### src/design/fbrf_pkg.sv
// Shared types, constants and codes for the framebuffer rectangle fill block.
`default_nettype none

package fbrf_pkg;

   // Screen geometry and the derived framebuffer size.
   localparam int SCREEN_WIDTH  = 128;
   localparam int SCREEN_HEIGHT = 160;
   localparam int STORE_DEPTH   = SCREEN_WIDTH * SCREEN_HEIGHT;
   localparam int ADDR_W        = $clog2(STORE_DEPTH);
   localparam int COORD_W       = 8;
   localparam int COLOR_W       = 16;

   // Screen limits one bit wider than a coordinate, so that a sum can be compared.
   localparam logic [COORD_W:0] SCREEN_WIDTH_EXT  = (COORD_W + 1)'(SCREEN_WIDTH);
   localparam logic [COORD_W:0] SCREEN_HEIGHT_EXT = (COORD_W + 1)'(SCREEN_HEIGHT);

   // Request action codes.
   localparam logic ACT_FILL = 1'b0;
   localparam logic ACT_READ = 1'b1;

   // Result status codes.
   localparam logic STATUS_DONE       = 1'b0;
   localparam logic STATUS_OFF_SCREEN = 1'b1;

   // One request word.
   typedef struct packed {
      logic               action;
      logic [COORD_W-1:0] x_origin;
      logic [COORD_W-1:0] y_origin;
      logic [COORD_W-1:0] rect_width;
      logic [COORD_W-1:0] rect_height;
      logic [COLOR_W-1:0] fill_color;
   } req_type;

   // One response word.
   typedef struct packed {
      logic [COLOR_W-1:0] pixel_value;
      logic               status;
   } rsp_type;

   // Command classes produced by the front end.
   typedef enum logic [1:0] {
      CMD_FILL,
      CMD_READ,
      CMD_REJECT
   } cmd_kind_type;

   // A classified, clipped command as it waits for the back end.
   typedef struct packed {
      cmd_kind_type       kind;
      logic [ADDR_W-1:0]  base_addr;
      logic [COORD_W-1:0] width;
      logic [COORD_W-1:0] height;
      logic [COLOR_W-1:0] color;
   } cmd_type;

   // Back end sequencer states.
   typedef enum logic [1:0] {
      ST_IDLE,
      ST_FILL,
      ST_DONE
   } state_type;

endpackage

`default_nettype wire

### src/design/fbrf_cmd_queue.sv
// Two-entry command queue between the front end and the back end.
`default_nettype none

module fbrf_cmd_queue (
   input  wire                    clock,
   input  wire                    reset,
   input  wire                    push,
   input  wire fbrf_pkg::cmd_type push_data,
   output logic                   full,
   input  wire                    pop,
   output logic                   empty,
   output fbrf_pkg::cmd_type      pop_data
);
   import fbrf_pkg::*;

   cmd_type    entries_ff [2];
   logic       wr_ptr_ff;
   logic       rd_ptr_ff;
   logic [1:0] count_ff;
   logic [1:0] count_in;
   logic       do_push;
   logic       do_pop;

   assign full     = (count_ff == 2'd2);
   assign empty    = (count_ff == 2'd0);
   assign do_push  = push && !full;
   assign do_pop   = pop && !empty;
   assign pop_data = entries_ff[rd_ptr_ff];

   // Occupancy follows pushes and pops.
   always_comb begin
      count_in = count_ff;
      if (do_push && !do_pop) begin
         count_in = count_ff + 2'd1;
      end else if (do_pop && !do_push) begin
         count_in = count_ff - 2'd1;
      end
   end

   // Pointers and occupancy.
   always_ff @(posedge clock) begin
      if (reset) begin
         wr_ptr_ff <= 1'b0;
         rd_ptr_ff <= 1'b0;
         count_ff  <= 2'd0;
      end else begin
         if (do_push) begin
            wr_ptr_ff <= !wr_ptr_ff;
         end
         if (do_pop) begin
            rd_ptr_ff <= !rd_ptr_ff;
         end
         count_ff <= count_in;
      end
   end

   // Entry storage.
   always_ff @(posedge clock) begin
      if (do_push) begin
         entries_ff[wr_ptr_ff] <= push_data;
      end
   end

endmodule

`default_nettype wire

### config.mk
export PLATFORM = sky130hd
export DESIGN_NAME = fbrf_cmd_queue
export DESIGN_NICKNAME = d
export VERILOG_FILES = /design/src/design/fbrf_pkg.sv /design/src/design/fbrf_cmd_queue.sv
export SDC_FILE = /design/constraint.sdc
export NUM_CORES = 1
export LEC_CHECK = 0
export ABC_AREA = 1
export BUFFER_PORTS_ARGS = -buffer_cell sky130_fd_sc_hd__buf_2
export CORE_AREA = 2 2 96 98
export CTS_BUF_LIST = sky130_fd_sc_hd__clkbuf_4
export CTS_CLUSTER_SIZE = 40
export DETAILED_ROUTE_END_ITERATION = 8
export DIE_AREA = 0 0 98 100
export GPL_TIMING_DRIVEN = 0
export PLACE_DENSITY_LB_ADDON = 0.1
export SLEW_MARGIN = 20
export SYNTH_ARGS = -nofsm -noshare
export SYNTH_HDL_FRONTEND = slang
export SYNTH_SLANG_ARGS = --single-unit
### constraint.sdc
create_clock -name clock -period 4.08 [get_ports clock]
set_input_delay 1.224 -clock clock [delete_from_list [all_inputs] [get_ports clock]]
set_output_delay 1.224 -clock clock [all_outputs]
set_load 0.01 [all_outputs]
==> impl_metrics.tcl <==
set metrics [dict create \
    status "finished, final reports clean" \
    avgViaCountPerCell 4.81 \
    dp_hpwl_um 4470 \
    area_delta_synth_final_pct 23.7 \
    synth_area_mm2 0.00383 \
    final_area_mm2 0.00474 \
    finalCritPeriodShare 0.720 \
    cts_tree "done" \
    setup_viol 0 \
    die_area_mm2 0.00980 \
    ir_drop_mv 0.254 \
    ys_async_sr_fraction 0 \
    antenna_left 0 \
    drt_wl_total_um 6440 \
    post-route-util 0.533 \
    clk_latency_ns 0.43 \
    ff_latch_area_mm2 0.00304 \
    die_h_um 100 \
    synth_edf_count 98 \
    rows 35 \
    final_nets 361 \
    cp_max_fo 10 \
    critical_path_class "register to output pin" \
    grt_overflow 0 \
    slew_violations 0 \
    fp.coreArea_mm2 0.00889 \
    hold_path.class "register to register" \
    grt_antenna_before_repair 0 \
    grt_pass1_wl_um 10000 \
    endpoint_kind "output pin" \
    routedWlPerCell_um 15.2 \
    yosysSeqAreaShare 0.795 \
    cts_resized 0 \
    htreeDepth 3 \
    syn_nets 243 \
    gp_congestion 0.710 \
    fill_cells 786 \
    slew_headroom 0.732 \
    clock_sinks 103 \
    leakage_nw 1.80 \
    root_buffer "clkbuf_4" \
    dr.pass1.iters 4 \
    cts_buffers 9 \
    fin_setup_tns_ns 0 \
    reg2reg_from "count_ff[0]" \
    clockBufferDepth 2 \
    synth_warnings 0 \
    drtIter0Drc 81 \
    grtUsageTotal 0.136 \
    startpoint_type "register" \
    fin_skew_ns 0.0118 \
    drc 0 \
    ys_types 17 \
    ys_dominant_reg_cell "edfxtp_1" \
    yosys.area.top_type_share 0.769 \
    r2r-end "entries_ff[0][22]" \
    cp.arrival_ns 1.71 \
    postPlaceCellArea_mm2 0.00460 \
    synth_top_cell_by_area "edfxtp_1" \
    vias 2036 \
    cap_viol_max_count 0 \
    grt_max_degree 24 \
    grt_pass1_vias 2056 \
    worst_pin_slew_ns 0.402 \
    post-cts-setup-buffers 0 \
    netlist_top_cells_count "edfxtp_1, mux2_2, mux2_4, inv_1, nor2_1" \
    multi_input_area_um2 717 \
    required_ns 2.86 \
    hold_viol 0 \
    yosysMostFrequentCell "edfxtp_1" \
    fin_crit_ns 2.94 \
    reg2reg_depth 4 \
    ios 104 \
    ys_top_cells_by_area "edfxtp_1, mux2_2, mux2_4" \
    start_util 0.431 \
    clock.fmax_mhz 341 \
    r2r_slack_ns 2.43 \
    drive_gt1_frac 0.571 \
    port_buffers 103 \
    synth-seq-cells 103 \
    preCtsSetupSlack_ns 1.56 \
    synth_cells 189 \
    die_x_um 98 \
    crit_end "pop_data[35]" \
    hold_buffers 0 \
    worst_slack_ns 1.14 \
    power.density_mw_per_mm2 552 \
    avgSynthCellArea_um2 20.3 \
    n_antenna_cell 0 \
    rsz0062_at_grt "false" \
    clk_pin_slew_ns 0.14 \
]
[area by class of cell]
type	count	area share
plain buffers	5	0.0103
well taps	111	0.0293
multi-input cells	72	0.151
flip-flops and latches	103	0.643
repair buffers	107	0.131
clock buffers	10	0.0159
clock inverters	6	0.0129
inverters	9	0.00713
[critical path: stages, from the launching register on]
cell and delay [ns]:
dfxtp_1 0.46, buf_6 0.20, buf_8 0.17, mux2_4 0.31, buf_2 0.14
[flip-flops by register name (all words and copies together) (netlist names), named ones only]
signal / cells
count_ff: 2
entries_ff: 98
rd_ptr_ff: 1
wr_ptr_ff: 1
[placed cells by master, fill, tap and decap left out, types with 2 or more instances in the layout]
cell type,synthesis,layout
buf_2,0,103
mux2_4,10,10
clkinv_1,0,2
o21ai_0,4,4
edfxtp_1,98,98
buf_4,3,3
nor2_4,0,2
inv_1,9,9
mux2_2,39,39
dfxtp_1,5,5
buf_16,0,3
nand2_1,4,4
nor2_1,9,7
clkinvlp_4,0,2
clkbuf_4,0,10
[power breakdown]
part | leakage (nW) | internal (W) | switching (W)
Clock | 0.0677 | 0.000191 | 0.000316
Combinational | 0.781 | 0.000361 | 0.000371
Sequential | 0.955 | 0.00133 | 0.0000429
[per-stage QoR]
stage / hold slack (ns) / total power (W) / instances
final: 0.552 / 0.00261 / 423
after global routing: 0.598 / 0.00276 / 423
after CTS: 0.559 / 0.00266 / 423
after detailed placement: 0.539 / 0.00215 / 407
after global placement: 0.485 / 0.00211 / 403
after floorplan: 0.475 / 0.00185 / 189
[kinds of logic (layout without fill, tap and decap cells)]
family,after synthesis,count (layout),synth area share
buf+inv,14,137,0.0216
flops,103,103,0.795
simple gates,16,16,0.0173
compound gates,6,6,0.00883
fa+ha+maj,1,1,0.00327
mux,49,49,0.154
[worst min path at each step]
stage | startpoint | endpoint | slack (ns) | cells past startpoint
finish | wr_ptr_ff | wr_ptr_ff | 0.55 | 2
global route | count_ff[0] | count_ff[0] | 0.60 | 2
CTS | wr_ptr_ff | wr_ptr_ff | 0.56 | 2
detailed placement | wr_ptr_ff | wr_ptr_ff | 0.54 | 2
global placement | wr_ptr_ff | wr_ptr_ff | 0.48 | 2
floorplan | wr_ptr_ff | wr_ptr_ff | 0.48 | 2
[routing by layer]
metal | vias up | wire length (um) | track usage
met1 | 993 | 2680 | 0.159
met5 | - | 0 | 0
met2 | 72 | 3160 | 0.221
met4 | 0 | 100 | 0.0609
li1 | 961 | - | -
met3 | 10 | 500 | 0.0564
(Power assumes the default switching activity.)
