===== config.mk =====
export PLATFORM = sky130hd
export DESIGN_NAME = fbrf_front
export DESIGN_NICKNAME = d
export VERILOG_FILES = /design/src/design/fbrf_pkg.sv /design/src/design/fbrf_front.sv
export SDC_FILE = /design/constraint.sdc
export NUM_CORES = 1
export LEC_CHECK = 0
export BUFFER_PORTS_ARGS = -buffer_cell sky130_fd_sc_hd__buf_2
export CORE_ASPECT_RATIO = 1.4
export CORE_UTILIZATION = 47
export DETAILED_ROUTE_END_ITERATION = 8
export GPL_TIMING_DRIVEN = 1
export PLACE_DENSITY = 0.95
export SETUP_SLACK_MARGIN = 0.5
export SLEW_MARGIN = 20
export SYNTH_ARGS = -nofsm -noshare
export SYNTH_HDL_FRONTEND = slang
export SYNTH_SLANG_ARGS = --single-unit

===== constraint.sdc =====
create_clock -name vclk -period 3
set_input_delay 0.15 -clock vclk [all_inputs]
set_output_delay 0.15 -clock vclk [all_outputs]
set_load 0.1 [all_outputs]

===== src/design/fbrf_pkg.sv =====
// Shared types, constants and codes for the framebuffer rectangle fill block.
`default_nettype none

package fbrf_pkg;

   // Screen geometry and the derived framebuffer size.
   localparam int SCREEN_WIDTH  = 128;
   localparam int SCREEN_HEIGHT = 160;
   localparam int STORE_DEPTH   = SCREEN_WIDTH * SCREEN_HEIGHT;
   localparam int ADDR_W        = $clog2(STORE_DEPTH);
   localparam int COORD_W       = 8;
   localparam int COLOR_W       = 16;

   // Screen limits one bit wider than a coordinate, so that a sum can be compared.
   localparam logic [COORD_W:0] SCREEN_WIDTH_EXT  = (COORD_W + 1)'(SCREEN_WIDTH);
   localparam logic [COORD_W:0] SCREEN_HEIGHT_EXT = (COORD_W + 1)'(SCREEN_HEIGHT);

   // Request action codes.
   localparam logic ACT_FILL = 1'b0;
   localparam logic ACT_READ = 1'b1;

   // Result status codes.
   localparam logic STATUS_DONE       = 1'b0;
   localparam logic STATUS_OFF_SCREEN = 1'b1;

   // One request word.
   typedef struct packed {
      logic               action;
      logic [COORD_W-1:0] x_origin;
      logic [COORD_W-1:0] y_origin;
      logic [COORD_W-1:0] rect_width;
      logic [COORD_W-1:0] rect_height;
      logic [COLOR_W-1:0] fill_color;
   } req_type;

   // One response word.
   typedef struct packed {
      logic [COLOR_W-1:0] pixel_value;
      logic               status;
   } rsp_type;

   // Command classes produced by the front end.
   typedef enum logic [1:0] {
      CMD_FILL,
      CMD_READ,
      CMD_REJECT
   } cmd_kind_type;

   // A classified, clipped command as it waits for the back end.
   typedef struct packed {
      cmd_kind_type       kind;
      logic [ADDR_W-1:0]  base_addr;
      logic [COORD_W-1:0] width;
      logic [COORD_W-1:0] height;
      logic [COLOR_W-1:0] color;
   } cmd_type;

   // Back end sequencer states.
   typedef enum logic [1:0] {
      ST_IDLE,
      ST_FILL,
      ST_DONE
   } state_type;

endpackage

`default_nettype wire


===== src/design/fbrf_front.sv =====
// Front end: classifies each request, clips the rectangle and forms its start address.
`default_nettype none

module fbrf_front (
   input  wire fbrf_pkg::req_type req_data,
   input  wire                    req_push,
   input  wire                    cmd_full,
   output logic                   req_full,
   output logic                   cmd_push,
   output fbrf_pkg::cmd_type      cmd_data
);
   import fbrf_pkg::*;

   logic [COORD_W:0] x_ext;
   logic [COORD_W:0] y_ext;
   logic [COORD_W:0] x_end;
   logic [COORD_W:0] y_end;
   logic             off_screen;

   // A request is taken whenever the command queue has room.
   assign req_full = cmd_full;
   assign cmd_push = req_push && !cmd_full;

   // Edge tests on widened coordinates.
   assign x_ext      = {1'b0, req_data.x_origin};
   assign y_ext      = {1'b0, req_data.y_origin};
   assign x_end      = x_ext + {1'b0, req_data.rect_width};
   assign y_end      = y_ext + {1'b0, req_data.rect_height};
   assign off_screen = (x_ext >= SCREEN_WIDTH_EXT) || (y_ext >= SCREEN_HEIGHT_EXT);

   // Build the command word; the rectangle is cut back at the right and bottom edges.
   always_comb begin
      if (off_screen) begin
         cmd_data.kind = CMD_REJECT;
      end else if (req_data.action == ACT_READ) begin
         cmd_data.kind = CMD_READ;
      end else begin
         cmd_data.kind = CMD_FILL;
      end
      cmd_data.base_addr = ADDR_W'(ADDR_W'(req_data.y_origin) * ADDR_W'(SCREEN_WIDTH)
                                  + ADDR_W'(req_data.x_origin));
      cmd_data.width  = (x_end > SCREEN_WIDTH_EXT) ?
                        COORD_W'(SCREEN_WIDTH_EXT - x_ext) : req_data.rect_width;
      cmd_data.height = (y_end > SCREEN_HEIGHT_EXT) ?
                        COORD_W'(SCREEN_HEIGHT_EXT - y_ext) : req_data.rect_height;
      cmd_data.color  = req_data.fill_color;
   end

endmodule

`default_nettype wire


==> summary.md, run 1 <==
| Metric | Value |
|---|---|
| First-pass GRT wire length | `8080 µm` |
| # setup viols final | `0` |
| CP peak stage delay | `roughly 430 ps` |
| Cell Area, Synth | `about 1800 µm²` |
| Largest net degree at the start of global routing | `17` |
| WHS Endpoint | `cmd_data[13]` |
| Routed length per instance | `18.0 µm` |
| Fillcell total | `around 230` |
| Seq cells | `0` |
| Core box area | `~3600 µm²` |
| Startpoint Class | `input pin` |
| Hold Crit Start | `req_data[13]` |
| Die area | `around 4000 µm²` |
| Cell area power density | `roughly 500 nW/µm²` |
| Initial DRC count | `92` |
| TritonRoute pass-1 iters | `4` |
| Routed vias | `approximately 2100` |
| Cell variety after synth | `52` |
| Fin. Hold Viols | `0` |
| Number of top-level pins | `~100` |
| Num rows | `26` |
| CP delay by family, top | `adder cells` |
| Period utilization | `86.5%` |
| Avg Synthesized Cell Area | `roughly 7.4 µm²` |
| Crit path required time | `2850 ps` |
| Post-DP HPWL | `just over 4000 µm` |
| ANT nets after route | `0` |
| Hold_ws | `between 300 and 400 ps` |
| Pre-CTS setup slack | `118 ps` |
| Crit path cell chain | `buf_12 -> ha_4 -> fa_2 -> a21oi_4 -> o2111ai_2 -> xnor2_1 -> nand4_1 -> buf_4 -> nor3_1 -> a311o_2 -> buf_12` |
| Slew @ Worst Pin | `between 400 and 500 ps` |
| Total placed cells including tap cells | `between 300 and 400` |
| Worst Setup End Kind | `primary output` |
| Port bufs | `70` |
| Crit path max fanout | `11` |
| Storage cell area | `0 µm²` |
| Post-route DRC | `0` |
| Fin. max-slew vios | `0` |
| Max-cap violations | `0` |
| GP Congestion | `just under 0.9` |
| RSZ-0062 raised after global routing | `yes` |
| Slew headroom | `around 69%` |
| Avg Vias per Cell | `roughly 6.3` |
| Leakage Power | `roughly 1.1 nW` |
| Worst Path Arrival | `around 2500 ps` |
| Worst Hold Class | `in -> out` |
| Nets | `between 300 and 400` |
| Power, Total | `around 1.3 mW` |
| Mapped Cells | `approximately 240` |
| Share of cells above drive strength 1 | `between 40% and 50%` |
| Die height | `roughly 75 µm` |
| CP most frequent cell | `buf_12` |
| Vias in the first global route | `1859` |
| Clock Buffer Count | `0` |
| Grt ovf | `0` |
| Critical setup path kind | `in -> out` |
| Post-synthesis sequential area ratio | `0%` |
| Finished Layout Cells | `between 300 and 400` |
| Worst hold path cell count | `0` |
| Die Width | `around 54 µm` |
| Fin crit period | `roughly 2600 ps` |
| Syn Nets | `around 310` |
| Initial antenna violation count | `0` |
| Max Freq | `just under 0.4 GHz` |
| Final WS setup | `roughly 400 ps` |
| Max IR drop VDD | `between 0.3 and 0.4 mV` |
| Crit path max-delay cell type | `fa_2` |
| Starting Density | `approximately 49%` |
| GR Util All Layers | `about a quarter` |
| Synth warnings | `0` |
| Diodes inserted | `0` |
| Worst Path Buf+Inv | `3` |
| Detailed-route wire length | `5950 µm` |
| Status | `completed` |
| Fin Setup TNS | `0 ps` |
| Layout area overhead | `43.9%` |
## layout make-up
class                           instances  area [µm²]  area share (%)
Multi-Input combinational cell        197        1720            67.7
Timing Repair Buffer                   81         731            28.8
Tap cell                               42        52.6            2.07
Inverter                               10        37.5            1.48
## worst max-delay path by stage
stage / from / to / slack, ps / depth (start not counted)
floorplan: req_data[24] / cmd_data[31] / 230 / 8
global placement: req_data[40] / cmd_data[25] / 190 / 10
detailed placement: req_data[40] / cmd_data[25] / 120 / 10
CTS: req_data[32] / cmd_data[18] / 390 / 11
global route: req_data[40] / cmd_data[29] / 340 / 12
finish: req_data[40] / cmd_data[25] / 400 / 11
## placed cells by master (no fill, tap or decap), drive strengths merged, types with 8 or more instances in the layout
| master | n |
|---|---|
| buf | 81 |
| ha | 20 |
| inv | 10 |
| mux2 | 10 |
| nand2 | 27 |
| nand3 | 16 |
| nor2 | 14 |
| nor3 | 8 |
| o21ai | 8 |
| xnor2 | 15 |
| xor2 | 8 |
## layer usage
layer	vias to the layer above	GRT usage (%)	wire length, µm
met5	-	0	0
met2	129	53.2	3290
met1	968	26.4	2070
met4	0	7.31	245
met3	26	1.84	347
li1	963	-	-
## through the flow
step	cell area, µm²	utilization, %
after global routing	2540	70.4
after CTS	2370	65.6
after floorplan	1810	-
final	2540	70.4
after global placement	2240	62.1
after detailed placement	2240	62.1
## repair_timing
item                       CTS  global route
setup endpoints to repair   16            16
cloned                       0             1
buffers inserted             5             4
gates resized for setup     20            28
pin swaps                   10            14
hold buffers                 0             0
## cells by family (layout without fill, tap and decap cells)
logic type,count (synthesis),after routing,synth area share [%]
xor+xnor,23,23,11.4
fa+ha+maj,22,22,16.4
compound gates,50,50,23.2
mux,11,11,8.65
simple gates,90,91,25.2
buf+inv,43,91,15.1
## power breakdown
group	switching (mW)	internal, mW	leakage [nW]
sequential	0	0	0
combinational	0.820	0.461	1.13
clock	0	0	0
total	0.820	0.461	1.13
## Yosys cell counts, types with 3 or more instances
cell / n / area, µm²
a21o_1: 3 / 22.5
a21oi_1: 6 / 30.0
buf_2: 3 / 15.0
buf_4: 25 / 188
clkbuf_1: 3 / 11.3
ha_1: 20 / 250
inv_1: 10 / 37.5
mux2_4: 8 / 120
nand2_1: 27 / 101
nand3_1: 16 / 80.1
nor2_1: 14 / 52.6
nor2b_1: 3 / 18.8
nor3_1: 8 / 40.0
o2111ai_1: 4 / 35.0
o211ai_1: 6 / 45.0
o21ai_0: 6 / 30.0
o21bai_1: 3 / 22.5
o221a_2: 5 / 56.3
or3_1: 5 / 31.3
xnor2_1: 15 / 131
xor2_1: 8 / 70.1
Power figures use the tool's default switching activity.
==> run 2: changes to the inputs <==
--- a/config.mk
+++ b/config.mk
@@ -5,7 +5,7 @@
 export SDC_FILE = /design/constraint.sdc
 export NUM_CORES = 1
 export LEC_CHECK = 0
-export BUFFER_PORTS_ARGS = -buffer_cell sky130_fd_sc_hd__buf_2
+export BUFFER_PORTS_ARGS = -buffer_cell sky130_fd_sc_hd__buf_4
 export CORE_ASPECT_RATIO = 1.4
 export CORE_UTILIZATION = 47
 export DETAILED_ROUTE_END_ITERATION = 8
==> run 2 against run 1 <==
Effect of this change:
- fmax up 0.14%
- design area is 7.0% higher
- via count increased by 2.6%
- largest power group unchanged
- die area stayed put
- highest routed layer unchanged
==> summary.md, run 2 (synthesized netlist as in run 1, its figures left out) <==
| Metric | Value |
|---|---|
| Seq cells | `0` |
| NetSw | `~0.83 mW` |
| Fin crit period | `around 2600 ps` |
| TritonRoute pass-1 iters | `4` |
| Int Pwr | `between 0.4 and 0.5 mW` |
| Startpoint Class | `input pin` |
| Layout area overhead | `54.0%` |
| WHS Endpoint | `cmd_data[13]` |
| # setup viols final | `0` |
| Die area | `~4000 µm²` |
| Slew @ Worst Pin | `about 450 ps` |
| Critical setup path kind | `in -> out` |
| Port bufs | `70` |
| GR Util All Layers | `30.2%` |
| Post-DP HPWL | `just under 4000 µm` |
| Die height | `roughly 75 µm` |
| Status | `completed` |
| Starting Density | `48.9%` |
| Fin. Hold Viols | `0` |
| Worst Setup End Kind | `primary output` |
| Clk network pwr share | `0%` |
| CP peak stage delay | `440 ps` |
| Worst Path Arrival | `2440 ps` |
| Number of top-level pins | `a little over 100` |
| Max Freq | `0.386 GHz` |
| Hold Crit Start | `req_data[13]` |
| Period utilization | `between 80% and 90%` |
| First-pass GRT wire length | `roughly 9200 µm` |
| Diodes inserted | `0` |
| Initial antenna violation count | `0` |
| Fin Setup TNS | `0 ps` |
| Fillcell total | `226` |
| ANT nets after route | `0` |
| CP most frequent cell | `buf_6` |
| Routed length per instance | `roughly 19 µm` |
| Storage cell area | `0 µm²` |
| Crit path max-delay cell type | `fa_2` |
| Nets | `between 300 and 400` |
| Power, Total | `between 1 and 1.5 mW` |
| Cell area power density | `between 400 and 500 nW/µm²` |
| Max IR drop VDD | `0.393 mV` |
| Crit path max fanout | `6` |
| Post-route DRC | `0` |
| Max-cap violations | `0` |
| Core box area | `between 3000 and 4000 µm²` |
| Detailed-route wire length | `roughly 6200 µm` |
| Num rows | `26` |
| Share of cells above drive strength 1 | `47.6%` |
| Switching share of total power | `62.7%` |
| Fin. max-slew vios | `0` |
| Leakage Power | `1.21 nW` |
| Comb pwr share | `100.0%` |
| Hold-fix buffers, CTS | `0` |
| Worst Hold Class | `in -> out` |
| Initial DRC count | `93` |
| GP Congestion | `roughly 0.9` |
| Slew headroom | `between 60 and 70%` |
| Commonest cells after routing, fill and taps aside | `buf_4, nand2_1, buf_12, nand3_1, ha_1` |
| Crit path cell chain | `buf_8 -> ha_4 -> fa_2 -> a21oi_4 -> o2111ai_2 -> xnor2_1 -> nand4_1 -> buf_6 -> buf_6 -> o211ai_1 -> nand2_4 -> buf_12` |
| Clock Buffer Count | `0` |
| Largest net degree at the start of global routing | `17` |
| RSZ-0062 raised after global routing | `yes` |
| Routed vias | `~2100` |
| Register share of total power | `0%` |
| Die Width | `about 54 µm` |
| Grt ovf | `0` |
| Commonest non-fill, non-tap cell in the layout | `buf_4` |
| Layout Utilization | `about three quarters` |
| Vias in the first global route | `between 2000 and 2500` |
| Avg Vias per Cell | `between 6 and 7` |
| Worst hold path cell count | `0` |
| Crit path required time | `2850 ps` |
[run 2: changes by cell type in the layout (fill, tap and decap cells not counted), sizes merged]
cell	delta
buf	+5
or2	-1
[run 2: layout make-up]
class                      count  area [µm²]  area share (%)
inverter                      10        37.5            1.38
multi-input combinational    196        1740            64.1
tap                           42        52.6            1.93
timing repair buffer          86         887            32.6
[run 2: how the worst max path moves through the flow]
stage | start | slack [ps] | depth (start not counted) | end
after floorplan | req_data[24] | 230 | 8 | cmd_data[31]
after global routing | req_data[40] | 260 | 12 | cmd_data[27]
after global placement | req_data[40] | 140 | 10 | cmd_data[24]
after detailed placement | req_data[40] | 110 | 10 | cmd_data[24]
final | req_data[40] | 410 | 12 | cmd_data[27]
after CTS | req_data[32] | 440 | 11 | cmd_data[22]
[run 2: layer usage]
metal,vias up,wire (µm),track usage (%)
li1,960,-,-
met1,987,2070,28.3
met2,139,3440,58.0
met3,55,331,6.95
met4,0,406,14.9
met5,-,0,0
[run 2: through the flow]
stage          cells  setup slack (ps)  hold WS, ps  instance area (µm²)
2_1_floorplan    239               225          512                 1810
3_3_place_gp     320               144          301                 2180
3_5_place_dp     320               108          301                 2180
4_1_cts          329               439          301                 2520
5_1_grt          334               262          300                 2720
6_report         334               408          300                 2720
[run 2: critical path: cells and delay by family]
kind	cells	cell delay (ps)
AOI/OAI and AO/OA	3	660
adders and majority gates	2	600
buffers and inverters	4	570
and+or+nand+nor	2	240
xor gates and xnor gates	1	230
[run 2: power by group through the flow]
stage	combinational, mW	sequential (mW)	clock [mW]
2_1_floorplan	0.949	0	0
3_3_place_gp	1.02	0	0
3_5_place_dp	1.04	0	0
4_1_cts	1.20	0	0
5_1_grt	1.38	0	0
6_report	1.33	0	0
[run 2: what timing repair did]
item,in CTS,in global routing
gates cloned,1,0
buffers inserted,8,5
gates resized for setup,58,35
setup endpoints to repair,16,16
pin swaps,10,20
==> run 3: changes to the inputs <==
--- a/config.mk
+++ b/config.mk
@@ -7,7 +7,7 @@
 export LEC_CHECK = 0
 export BUFFER_PORTS_ARGS = -buffer_cell sky130_fd_sc_hd__buf_4
 export CORE_ASPECT_RATIO = 1.4
-export CORE_UTILIZATION = 47
+export CORE_UTILIZATION = 50
 export DETAILED_ROUTE_END_ITERATION = 8
 export GPL_TIMING_DRIVEN = 1
 export PLACE_DENSITY = 0.95
==> constraint.sdc (replaced) <==
create_clock -name vclk -period 3.24
set_input_delay 0.648 -clock vclk [all_inputs]
set_output_delay 0.648 -clock vclk [all_outputs]
set_load 0.1 [all_outputs]
==> run 3 against run 2 <==
Effect of this change:
- synthesized cell count unchanged
- the run now fails in global routing (5_1_grt)
- area after synthesis unchanged
==> summary.md, run 3 <==
| Metric | Value |
|---|---|
| Worst EP post-GRT repair | `cmd_data[21]` |
| Die height | `72.3 µm` |
| Post-DP HPWL | `~5100 µm` |
| Number of top-level pins | `~100` |
| Avg Synthesized Cell Area | `roughly 7.4 µm²` |
| Exit stage | `global routing (5_1_grt)` |
| Status | `stopped before the end` |
| Cell variety after synth | `52` |
| Largest area contributor in the netlist | `ha_1` |
| Post-synthesis sequential area ratio | `0%` |
| Syn Nets | `approximately 310` |
| First Err | `[ERROR DPL-0038] Utilization greater than 100%, impossible to legalize` |
| Synth top area cells | `ha_1, buf_4, xnor2_1` |
| Starting Density | `a little over half` |
| Hold-fix buffers, CTS | `0` |
| Dpl cell area | `2740 µm²` |
| Port bufs | `70` |
| Combinational family with the most area after synthesis | `simple AND/OR/NAND/NOR gates` |
| Cell Area, Synth | `around 1800 µm²` |
| Top-count cell post-synth | `nand2_1` |
| Die Width | `about 52 µm` |
| Mux contribution to synthesized area | `8.65%` |
| Mapped Cells | `239` |
| Synth Area in Simple Gates | `between 20% and 30%` |
| Post-Synth Adder-Cell Area | `between 15 and 20%` |
| Largest net degree at the start of global routing | `14` |
| Worst End Pin Type | `output port` |
| Compound-Gate Fraction of Synth Area | `between 20% and 30%` |
| Total placed cells including tap cells | `about 370` |
| Post-synthesis xor/xnor area fraction | `around 11%` |
| GP Congestion | `about 0.9` |
| Synth warnings | `0` |
| Most frequent cells after synthesis | `nand2_1, buf_4, ha_1, nand3_1, xnor2_1` |
| Num rows | `25` |
| Yosys top cell area share | `between 10% and 20%` |
## run 3: what timing repair did
action / 4_1_cts
pin swaps: 25
resized for setup: 90
buffers inserted: 7
gates cloned: 1
endpoints found under the setup margin: 17
## run 3: stage by stage
step	util, %	worst slack, ps
after floorplan	-	-310
after global placement	81.0	-311
after detailed placement	81.0	-423
after CTS	94.4	-339
## run 3: cells by family after synthesis
group | after synthesis
simple gates | 90
compound gates | 50
buf+inv | 43
xor+xnor | 23
fa+ha+maj | 22
mux | 11
==> run 4: changes to the inputs <==
--- a/config.mk
+++ b/config.mk
@@ -6,12 +6,10 @@
 export NUM_CORES = 1
 export LEC_CHECK = 0
 export BUFFER_PORTS_ARGS = -buffer_cell sky130_fd_sc_hd__buf_4
-export CORE_ASPECT_RATIO = 1.4
-export CORE_UTILIZATION = 50
+export CORE_UTILIZATION = 35
 export DETAILED_ROUTE_END_ITERATION = 8
 export GPL_TIMING_DRIVEN = 1
-export PLACE_DENSITY = 0.95
-export SETUP_SLACK_MARGIN = 0.5
+export PLACE_DENSITY_LB_ADDON = 0.15
 export SLEW_MARGIN = 20
 export SYNTH_ARGS = -nofsm -noshare
 export SYNTH_HDL_FRONTEND = slang
==> run 4 against run 3 <==
Effect of this change:
- the flow now finishes, with violations (setup timing)
==> summary.md, run 4 (synthesized netlist as in run 1, its figures left out) <==
| Metric | Value |
|---|---|
| Status | `finished, violations left` |
| Failing checks | `setup timing` |
| ANT nets after route | `0` |
| Largest net degree at the start of global routing | `16` |
| Crit path max-delay cell type | `fa_2` |
| Slew @ Worst Pin | `416 ps` |
| CP delay by family, top | `compound AO/OA/AOI/OAI gates` |
| Die area | `roughly 5300 µm²` |
| Storage cell area | `0 µm²` |
| Starting Density | `~37%` |
| Routed length per instance | `approximately 15 µm` |
| Multi-input logic area | `1830 µm²` |
| Final WS setup | `-281 ps` |
| Hold_ws | `roughly 1300 ps` |
| Initial DRC count | `90` |
| Initial antenna violation count | `0` |
| Detailed-route wire length | `between 5000 and 6000 µm` |
| # setup viols final | `16` |
| Routed vias | `2080` |
| Die Width | `around 73 µm` |
| Crit path cell chain | `buf_8 -> ha_4 -> fa_2 -> a211oi_2 -> o21bai_1 -> a211o_1 -> a32oi_2 -> o21bai_4 -> buf_12 -> mux2_4 -> buf_12` |
| CP most frequent cell | `buf_12` |
| Number of top-level pins | `between 100 and 150` |
| GR Util All Layers | `between 20% and 30%` |
| Worst Path Arrival | `2870 ps` |
| Seq cells | `0` |
| GP Congestion | `between 0.8 and 0.9` |
| Max IR drop VDD | `around 0.22 mV` |
| Period utilization | `109%` |
| Crit path required time | `2590 ps` |
| Die height | `~73 µm` |
| Leakage Power | `about 1.5 nW` |
| Slew headroom | `between 70% and 80%` |
| Worst Path Buf+Inv | `3` |
| Cell area power density | `405 nW/µm²` |
| Port bufs | `70` |
| Diodes inserted | `0` |
| Avg Vias per Cell | `5.15` |
| Post-DP HPWL | `4540 µm` |
| Commonest cells after routing, fill and taps aside | `buf_4, nand2_1, buf_12, ha_1, nand3_1` |
| TritonRoute pass-1 iters | `4` |
| Core box area | `~4800 µm²` |
| Share of cells above drive strength 1 | `between 50% and 60%` |
| Worst Setup End Kind | `primary output` |
| Max Freq | `0.284 GHz` |
| Post-route DRC | `0` |
| Hold-fix buffers, CTS | `0` |
| Worst Hold Class | `in -> out` |
| Nets | `about 410` |
| RSZ-0062 raised after global routing | `yes` |
| First-pass GRT wire length | `between 9000 and 10000 µm` |
| Num rows | `25` |
| Grt ovf | `0` |
| Fin. Hold Viols | `0` |
| CP peak stage delay | `roughly 380 ps` |
| Commonest non-fill, non-tap cell in the layout | `buf_4` |
| Power, Total | `about 1.3 mW` |
| Fin. max-slew vios | `0` |
| Vias in the first global route | `between 2000 and 2500` |
| Critical setup path kind | `in -> out` |
| Clock Buffer Count | `0` |
| Layout area overhead | `81.3%` |
| Fin crit period | `approximately 3500 ps` |
| Fillcell total | `between 400 and 500` |
| Crit path max fanout | `8` |
| Max-cap violations | `0` |
| Startpoint Class | `input pin` |
==> run 4: area by class of cell <==
cell class         instances  share of cell area (%)
well taps                 67                    2.62
repair buffers           130                    39.2
inverters                 10                    1.17
multi-input cells        197                    57.0
==> run 4: power breakdown <==
part           switching, mW  internal (mW)
clock network              0              0
registers                  0              0
logic                  0.780          0.517
total                  0.780          0.517
==> run 4: timing repair <==
item                       4_1_cts  5_1_grt
gates resized for setup         74       18
cloned                           0        1
setup endpoints to repair       16       16
buffers inserted                 2        3
pin swaps                       21       15
==> run 4: path summary, 6_finish.rpt <==
path | cells after the start | to | slack (ps) | from
min | 0 | cmd_data[0] | 1300 | req_data[0]
max | 11 | cmd_data[17] | -280 | req_data[32]
==> run 4: metrics by stage <==
step           cell area (µm²)  worst slack (ps)  TNS, ps  util [%]  std cells
2_1_floorplan             1950              -315     -315         -        239
3_3_place_gp              2750              -313    -4820      57.5        399
3_5_place_dp              2750              -353    -5320      57.5        399
4_1_cts                   3100              -254    -3290      64.7        401
5_1_grt                   3200              -385    -4800      66.9        404
6_report                  3200              -281    -3210      66.9        404
==> run 4: routing by layer <==
| metal | vias to the layer above | global-route usage (%) | share of wire (%) |
|---|---|---|---|
| li1 | 1055 | - | - |
| met1 | 954 | 30.7 | 47 |
| met2 | 63 | 37.8 | 48 |
| met3 | 8 | 0.967 | 4.4 |
| met4 | 0 | 1.96 | 1.2 |
| met5 | - | 0 | 0 |
